<file path="src/rtl/core/pfact_pkg.sv">
// shared types and constants for the prime factorization block
package pfact_pkg;

   localparam int VALUE_BITS_DEF = 31;

   // first odd trial divisor and its square
   localparam int FIRST_ODD = 3;
   localparam int FIRST_SQ  = 9;
   localparam int SMALLEST_PRIME = 2;

   typedef enum logic [2:0] {
      ST_IDLE,
      ST_TEST,
      ST_STRIP,
      ST_CHECK,
      ST_DIV,
      ST_DECIDE,
      ST_FINAL,
      ST_LAST
   } state_type;

   typedef struct packed {
      logic load;
      logic emit_none;
      logic push_two;
      logic div_start;
      logic div_step;
      logic take_quot;
      logic next_div;
      logic push_rem;
      logic flush;
   } cmd_type;

   typedef struct packed {
      logic rem_lt2;
      logic rem_even;
      logic sq_gt_rem;
      logic div_last;
      logic part_zero;
   } status_type;

endpackage

</file>
<file path="src/rtl/core/pfact_ctrl.sv">
// controller state machine for the prime factorization block
module pfact_ctrl (
   input  logic                 clock,
   input  logic                 reset,
   input  logic                 start,
   output logic                 busy,
   input  pfact_pkg::status_type st,
   output pfact_pkg::cmd_type   cmd
);

   pfact_pkg::state_type state_ff, state_in;

   always_ff @(posedge clock) begin
      if (reset) begin
         state_ff <= pfact_pkg::ST_IDLE;
      end else begin
         state_ff <= state_in;
      end
   end

   always_comb begin
      state_in = state_ff;
      cmd      = '0;
      unique case (state_ff)
         pfact_pkg::ST_IDLE: begin
            if (start) begin
               cmd.load = 1'b1;
               state_in = pfact_pkg::ST_TEST;
            end
         end
         pfact_pkg::ST_TEST: begin
            if (st.rem_lt2) begin
               cmd.emit_none = 1'b1;
               state_in      = pfact_pkg::ST_IDLE;
            end else begin
               state_in = pfact_pkg::ST_STRIP;
            end
         end
         pfact_pkg::ST_STRIP: begin
            if (st.rem_even) begin
               cmd.push_two = 1'b1;
            end else begin
               state_in = pfact_pkg::ST_CHECK;
            end
         end
         pfact_pkg::ST_CHECK: begin
            if (st.sq_gt_rem) begin
               state_in = pfact_pkg::ST_FINAL;
            end else begin
               cmd.div_start = 1'b1;
               state_in      = pfact_pkg::ST_DIV;
            end
         end
         pfact_pkg::ST_DIV: begin
            cmd.div_step = 1'b1;
            if (st.div_last) begin
               state_in = pfact_pkg::ST_DECIDE;
            end
         end
         pfact_pkg::ST_DECIDE: begin
            // divisible: keep the same divisor and try it again
            if (st.part_zero) begin
               cmd.take_quot = 1'b1;
            end else begin
               cmd.next_div = 1'b1;
            end
            state_in = pfact_pkg::ST_CHECK;
         end
         pfact_pkg::ST_FINAL: begin
            if (!st.rem_lt2) begin
               cmd.push_rem = 1'b1;
            end
            state_in = pfact_pkg::ST_LAST;
         end
         pfact_pkg::ST_LAST: begin
            cmd.flush = 1'b1;
            state_in  = pfact_pkg::ST_IDLE;
         end
         default: begin
            state_in = pfact_pkg::ST_IDLE;
         end
      endcase
   end

   assign busy = (state_ff != pfact_pkg::ST_IDLE);

endmodule

</file>
<file path="src/rtl/core/pfact_dp.sv">
// datapath: remainder, trial divisor, bit-serial divider and result registers
module pfact_dp #(
   parameter int VALUE_BITS = pfact_pkg::VALUE_BITS_DEF
) (
   input  logic                   clock,
   input  logic                   reset,
   input  logic [VALUE_BITS-1:0]  req_value,
   input  pfact_pkg::cmd_type     cmd,
   output pfact_pkg::status_type  st,
   output logic                   rsp_strobe,
   output logic [VALUE_BITS-1:0]  rsp_factor,
   output logic                   rsp_last,
   output logic                   rsp_none
);

   localparam int W     = VALUE_BITS;
   localparam int SQ_W  = VALUE_BITS + 2;
   localparam int CNT_W = $clog2(VALUE_BITS);

   logic [W-1:0]     rem_ff, rem_in;
   logic [W-1:0]     div_ff, div_in;
   logic [SQ_W-1:0]  sq_ff, sq_in;
   logic [W-1:0]     quo_ff, quo_in;
   logic [W-1:0]     part_ff, part_in;
   logic [CNT_W-1:0] cnt_ff, cnt_in;
   logic [W-1:0]     pend_ff, pend_in;
   logic             pend_vld_ff, pend_vld_in;
   logic             out_vld_ff, out_vld_in;
   logic [W-1:0]     out_factor_ff, out_factor_in;
   logic             out_last_ff, out_last_in;
   logic             out_none_ff, out_none_in;

   logic [W:0]       trial;
   logic [W:0]       diff;
   logic             push;
   logic [W-1:0]     push_val;

   // one restoring division step
   assign trial = {part_ff, quo_ff[W-1]};
   assign diff  = trial - {1'b0, div_ff};

   assign push = cmd.push_two | cmd.take_quot | cmd.push_rem;

   always_comb begin
      priority if (cmd.push_two) begin
         push_val = W'(pfact_pkg::SMALLEST_PRIME);
      end else if (cmd.take_quot) begin
         push_val = div_ff;
      end else begin
         push_val = rem_ff;
      end
   end

   always_comb begin
      rem_in        = rem_ff;
      div_in        = div_ff;
      sq_in         = sq_ff;
      quo_in        = quo_ff;
      part_in       = part_ff;
      cnt_in        = cnt_ff;
      pend_in       = pend_ff;
      pend_vld_in   = pend_vld_ff;
      out_vld_in    = 1'b0;
      out_factor_in = out_factor_ff;
      out_last_in   = out_last_ff;
      out_none_in   = out_none_ff;

      if (cmd.load) begin
         rem_in      = req_value;
         div_in      = W'(pfact_pkg::FIRST_ODD);
         sq_in       = SQ_W'(pfact_pkg::FIRST_SQ);
         pend_vld_in = 1'b0;
      end
      if (cmd.push_two) begin
         rem_in = rem_ff >> 1;
      end
      if (cmd.div_start) begin
         quo_in  = rem_ff;
         part_in = '0;
         cnt_in  = '0;
      end
      if (cmd.div_step) begin
         if (diff[W]) begin
            part_in = trial[W-1:0];
            quo_in  = {quo_ff[W-2:0], 1'b0};
         end else begin
            part_in = diff[W-1:0];
            quo_in  = {quo_ff[W-2:0], 1'b1};
         end
         cnt_in = cnt_ff + CNT_W'(1);
      end
      if (cmd.take_quot) begin
         rem_in = quo_ff;
      end
      if (cmd.next_div) begin
         // (d+2)^2 = d^2 + 4d + 4
         div_in = div_ff + W'(2);
         sq_in  = sq_ff + {div_ff, 2'b00} + SQ_W'(4);
      end

      // a new factor releases the held one, which is then known not to be last
      if (push) begin
         if (pend_vld_ff) begin
            out_vld_in    = 1'b1;
            out_factor_in = pend_ff;
            out_last_in   = 1'b0;
            out_none_in   = 1'b0;
         end
         pend_in     = push_val;
         pend_vld_in = 1'b1;
      end
      if (cmd.flush) begin
         out_vld_in    = 1'b1;
         out_factor_in = pend_ff;
         out_last_in   = 1'b1;
         out_none_in   = 1'b0;
         pend_vld_in   = 1'b0;
      end
      if (cmd.emit_none) begin
         out_vld_in    = 1'b1;
         out_factor_in = '0;
         out_last_in   = 1'b1;
         out_none_in   = 1'b1;
      end
   end

   always_ff @(posedge clock) begin
      if (reset) begin
         pend_vld_ff <= 1'b0;
         out_vld_ff  <= 1'b0;
      end else begin
         pend_vld_ff <= pend_vld_in;
         out_vld_ff  <= out_vld_in;
      end
   end

   always_ff @(posedge clock) begin
      rem_ff        <= rem_in;
      div_ff        <= div_in;
      sq_ff         <= sq_in;
      quo_ff        <= quo_in;
      part_ff       <= part_in;
      cnt_ff        <= cnt_in;
      pend_ff       <= pend_in;
      out_factor_ff <= out_factor_in;
      out_last_ff   <= out_last_in;
      out_none_ff   <= out_none_in;
   end

   assign st.rem_lt2   = (rem_ff[W-1:1] == '0);
   assign st.rem_even  = ~rem_ff[0];
   assign st.sq_gt_rem = (sq_ff > {2'b00, rem_ff});
   assign st.div_last  = (cnt_ff == CNT_W'(W - 1));
   assign st.part_zero = (part_ff == '0);

   assign rsp_strobe = out_vld_ff;
   assign rsp_factor = out_factor_ff;
   assign rsp_last   = out_last_ff;
   assign rsp_none   = out_none_ff;

endmodule

</file>
<file path="src/rtl/core/prime_factorization_top.sv">
// prime factorization by trial division: one value in, its prime factors out
// each trial division passes the states CHECK, DIV and DECIDE, with DIV run by the
// one-bit-a-cycle remainder unit; a 31-bit prime tries about 23000 divisors,
// and powers of two are stripped one factor of 2 at a time without dividing
// one word at a time: busy falls in the cycle that carries the last factor strobe
// reset clears the controller and the result strobe; results cannot be stalled
module prime_factorization_top #(
   parameter int VALUE_BITS = pfact_pkg::VALUE_BITS_DEF
) (
   input  logic                  clock,
   input  logic                  reset,
   input  logic                  start,
   output logic                  busy,
   input  logic [VALUE_BITS-1:0] req_value,
   output logic                  rsp_strobe,
   output logic [VALUE_BITS-1:0] rsp_factor,
   output logic                  rsp_last,
   output logic                  rsp_none
);

   pfact_pkg::cmd_type    cmd;
   pfact_pkg::status_type st;

   pfact_ctrl u_ctrl (
      .clock (clock),
      .reset (reset),
      .start (start),
      .busy  (busy),
      .st    (st),
      .cmd   (cmd)
   );

   pfact_dp #(
      .VALUE_BITS (VALUE_BITS)
   ) u_dp (
      .clock      (clock),
      .reset      (reset),
      .req_value  (req_value),
      .cmd        (cmd),
      .st         (st),
      .rsp_strobe (rsp_strobe),
      .rsp_factor (rsp_factor),
      .rsp_last   (rsp_last),
      .rsp_none   (rsp_none)
   );

endmodule
</file>
<file path="config.mk">
export PLATFORM = sky130hd
export DESIGN_NAME = prime_factorization_top
export DESIGN_NICKNAME = d
export VERILOG_FILES = /design/src/rtl/core/pfact_pkg.sv /design/src/rtl/core/pfact_ctrl.sv /design/src/rtl/core/pfact_dp.sv /design/src/rtl/core/prime_factorization_top.sv
export SDC_FILE = /design/constraint.sdc
export NUM_CORES = 1
export LEC_CHECK = 0
export ABC_AREA = 1
export BUFFER_PORTS_ARGS = -buffer_cell sky130_fd_sc_hd__buf_2
export CORE_MARGIN = 2
export CORE_UTILIZATION = 40
export CTS_BUF_LIST = sky130_fd_sc_hd__clkbuf_2 sky130_fd_sc_hd__clkbuf_4 sky130_fd_sc_hd__clkbuf_8
export DETAILED_ROUTE_END_ITERATION = 7
export PLACE_DENSITY = 0.59
export SKIP_LAST_GASP = 1
export SLEW_MARGIN = 20
export SYNTH_ARGS = -nofsm -noshare
export SYNTH_HDL_FRONTEND = slang
export SYNTH_SLANG_ARGS = --single-unit
</file>
<file path="constraint.sdc">
create_clock -name clock -period 7.4 [get_ports clock]
set_input_delay 0.74 -clock clock [delete_from_list [all_inputs] [get_ports clock]]
set_output_delay 0.74 -clock clock [all_outputs]
set_load 0.03 [all_outputs]
</file>
==> impl_results.rst <==
.. list-table::
   :header-rows: 1

   * - Metric
     - Value
   * - Outcome
     - complete, no violations
   * - Overall fraction of global-route tracks in use
     - 0.2280
   * - Max Clock Skew
     - 27.64 ps
   * - Number of enable-type register cells in the synthesized netlist
     - 189
   * - Max Fclk
     - 0.2713 GHz
   * - Placement Rows
     - 73
   * - Number of remaining DRC errors
     - 0
   * - Finish-stage setup viols
     - 0
   * - Skew-Pair Late Insertion Delay
     - 580 ps
   * - Reg-to-Reg Start
     - u_dp.part_ff[0]
   * - Cell internal power dissipation
     - 2.986 mW
   * - Final worst path period need
     - 3686 ps
   * - Switching power
     - 2.059 mW
   * - Leakage power of the design
     - 8.421 nW
   * - Fraction of post-synthesis cell area in the top cell type by area
     - 0.3566
   * - Post-layout utilization of the core
     - 0.4466
   * - Most frequent cells in the layout
     - 554 x nand2_1, 353 x nor2_1, 299 x inv_1
   * - Chip height
     - 203.5 µm
   * - Worst supply voltage drop on vdd
     - 0.0001181 V
   * - Share of layout cells above drive strength 1
     - 0.08222
   * - Gate power share
     - 0.384
   * - Transition at the pin with the smallest max-transition slack
     - 959.1 ps
   * - Flop pwr share
     - 0.365
   * - Compound-gate portion of the synthesized area
     - 0.1004
   * - Layout overhead on the synthesized area
     - 10.71%
   * - Finished Cell Area
     - 17620 µm²
   * - Filler cells
     - 4083
   * - Number of post-CTS setup repair buffers
     - 0
   * - Placement Cell Area
     - 16750 µm²
   * - Largest net degree at the start of global routing
     - 68
   * - Vias after detailed routing
     - 14410
   * - Type of element capturing the critical path
     - flop
   * - I/O Pins
     - 69
   * - Wire length of the first global-routing pass
     - 73750 µm
   * - Number of max-slew violations in the final report
     - 0
   * - Leading register cell type out of synthesis
     - edfxtp_1
   * - Total number of nets in the final design
     - 2372
   * - Post-synthesis instance area
     - 15920 µm²
   * - Share of the cycle needed by the critical path after routing
     - 0.4981
   * - Worst endpoint required time
     - 7860 ps
   * - Library cell occupying the most area in the post-synthesis netlist
     - edfxtp_1
   * - Root Buffer
     - clkbuf_8
   * - Antenna viol nets, final
     - 0
   * - Post-cts resize count
     - 0
   * - Final GP Congestion
     - 0.9163
   * - Mapped Cells
     - 2147
   * - Deepest clock path buffer count
     - 3
   * - XOR/XNOR Fraction of Synth Area
     - 0.02146
   * - Start point of the worst min-delay path
     - reset
   * - Initial antenna violation count
     - 0
   * - Initial DRC count
     - 1475
   * - FF+latch count, synth
     - 227
   * - Die Area
     - 41400 µm²
   * - Maximum level of the CTS H-tree
     - 2
   * - Post-Synthesis Mean Instance Area
     - 7.413 µm²
   * - Floorplan die width
     - 203.5 µm
   * - Starting density of the core
     - 0.4034
   * - Avg Vias per Cell
     - 5.191
   * - Arrival time of the worst setup path
     - 4150 ps
   * - Unrepaired setup endpoints after global routing
     - false
   * - Synth warnings
     - 0
   * - Area contributors post-synth
     - edfxtp_1 36%, nand2_1 13%, ha_1 9.3%
   * - GRT overflow
     - 0
   * - Type of the worst setup path
     - reg -> reg
   * - HPWL reported at the end of detailed placement
     - 36700 µm
   * - Switching Share
     - 0.4081
   * - Nets in the synthesized netlist
     - 2301
   * - Antenna Cells
     - 0
   * - Sinks on the clock net
     - 227
   * - CP Max Fanout
     - 63
   * - Number of I/O port buffers
     - 68
   * - Distinct cells, synth
     - 44
   * - Number of global-route vias before repair
     - 13510
   * - Setup crit start
     - u_dp.part_ff[0]
   * - Fraction of synthesized area in multiplexers
     - 0
   * - Setup TNS
     - 0 ps
   * - Kind of start point of the critical path
     - flop
   * - Fraction of synthesis flops using an asynchronous set or reset pin
     - 0
   * - Iteration count of the initial detailed-routing pass
     - 5
   * - Most common cell after layout, fill and taps aside
     - nand2_1
   * - Largest family of logic cells by synthesized area
     - simple AND/OR/NAND/NOR gates
   * - Worst relative slew slack
     - 0.3590
   * - Fraction of power consumed by the clock network
     - 0.251
   * - Arithmetic-cell share of the synthesized area counting full adders, half adders and majority gates
     - 0.09528
   * - Count of maximum capacitance violations
     - 0
   * - Routed wire length per instance
     - 17.20 µm
   * - Power density over the cells
     - 286.3 nW/µm²
   * - Hold violation total from the final report
     - 0
   * - Clock-pin slew on the worst setup and hold paths
     - 60 ps
   * - # hold bufs at CTS
     - 0
   * - Sum of routed wire length over all layers
     - 47730 µm
   * - Core Box Area
     - 39460 µm²
   * - Part of the Yosys area used for sequential elements
     - 0.4044
   * - Class of the most critical hold timing path
     - in -> reg
   * - Synth Area in Simple Gates
     - 0.2896
   * - CTS tree
     - done
   * - Total clock buffers created by CTS
     - 42
-- cell usage after synthesis (all sizes together) (21+ instances only) --
master,n
buf,25
nand2,567
o21ai,105
inv,306
ha,118
a21oi,103
nand3,113
xor2,21
nand4,22
dfxtp,38
o22ai,28
edfxtp,189
nor3,36
nor2,357
o21a,32
clkbuf,27
-- power groups by stage --
| stage | clock network (mW) | logic, mW | registers [mW] |
|---|---|---|---|
| 2_1_floorplan | 0 | 1.22 | 1.99 |
| 3_3_place_gp | 0 | 1.91 | 1.86 |
| 3_5_place_dp | 0 | 1.92 | 1.87 |
| 4_1_cts | 1.29 | 1.93 | 1.84 |
| 5_1_grt | 1.34 | 2.16 | 1.87 |
| 6_report | 1.26 | 1.94 | 1.84 |
-- metal layers --
layer,share of wire,track usage,vias to the layer above
li1,-,-,7166
met1,0.47,0.3235,6669
met2,0.44,0.3606,486
met3,0.066,0.03484,85
met4,0.024,0.06413,0
met5,0,0,-
-- final cells by class --
class                           instances  area, µm²  area share
Timing Repair Buffer                   79      422.9     0.02400
Clock buffer                           65      775.7     0.04402
Inverter                              306       1149     0.06519
Clock inverter                         11      93.84    0.005326
Tap cell                              525      656.9     0.03728
Sequential cell                       227       6436      0.3653
Multi-Input combinational cell       1562       8087      0.4589
-- cells by family (layout without fill, tap and decap cells) --
group,Yosys count,in the layout
and+or+nand+nor,1118,1118
adders and majority gates,120,120
xor gates and xnor gates,39,39
buffers and inverters,358,461
DFF,227,227
AOI/OAI and AO/OA,285,285
-- worst max-delay path, stage by stage, from the launching register on --
cell and delay (ps):
edfxtp_1 420, nor2_1 80, nand2_1 70, nor2_1 70
nand2_1 190, nor2_2 80, nand2_2 60, buf_4 520
nand3_2 780, nand2_2 310, nand2_1 580, nor2_1 310
nor2_1 80
-- sequential cells by signal, summed over array words and instances (netlist names) --
signal,flops
u_dp.part_ff,31
u_dp.pend_ff,31
u_dp.quo_ff,31
u_dp.rem_ff,31
u_dp.rsp_factor,31
u_dp.div_ff,30
u_dp.sq_ff,30
u_dp.cnt_ff,5
u_ctrl.state_ff,3
u_dp.pend_vld_ff,1
u_dp.rsp_last,1
u_dp.rsp_none,1
u_dp.rsp_strobe,1
-- per-stage QoR --
stage | std cells | hold slack (ps) | worst slack (ps) | power (mW)
after floorplan | 2147 | 447.2 | 4193 | 3.215
after global placement | 2699 | 437.6 | 3843 | 3.765
after detailed placement | 2699 | 445.6 | 3693 | 3.783
after CTS | 2775 | 392.9 | 3700 | 5.060
after global routing | 2775 | 401.3 | 3278 | 5.366
final | 2775 | 412.4 | 3714 | 5.045
-- path summary, 6_finish.rpt --
kind                                            end  slack [ps]  cells past startpoint
worst max-delay path            u_dp.rsp_factor[10]        3710                     12
worst min-delay path             u_ctrl.state_ff[1]         410                      2
worst max register to register  u_dp.rsp_factor[10]        3710                     12
worst min register to register        u_dp.rsp_none         460                      2
No activity file was read; power rests on OpenSTA's default activity.
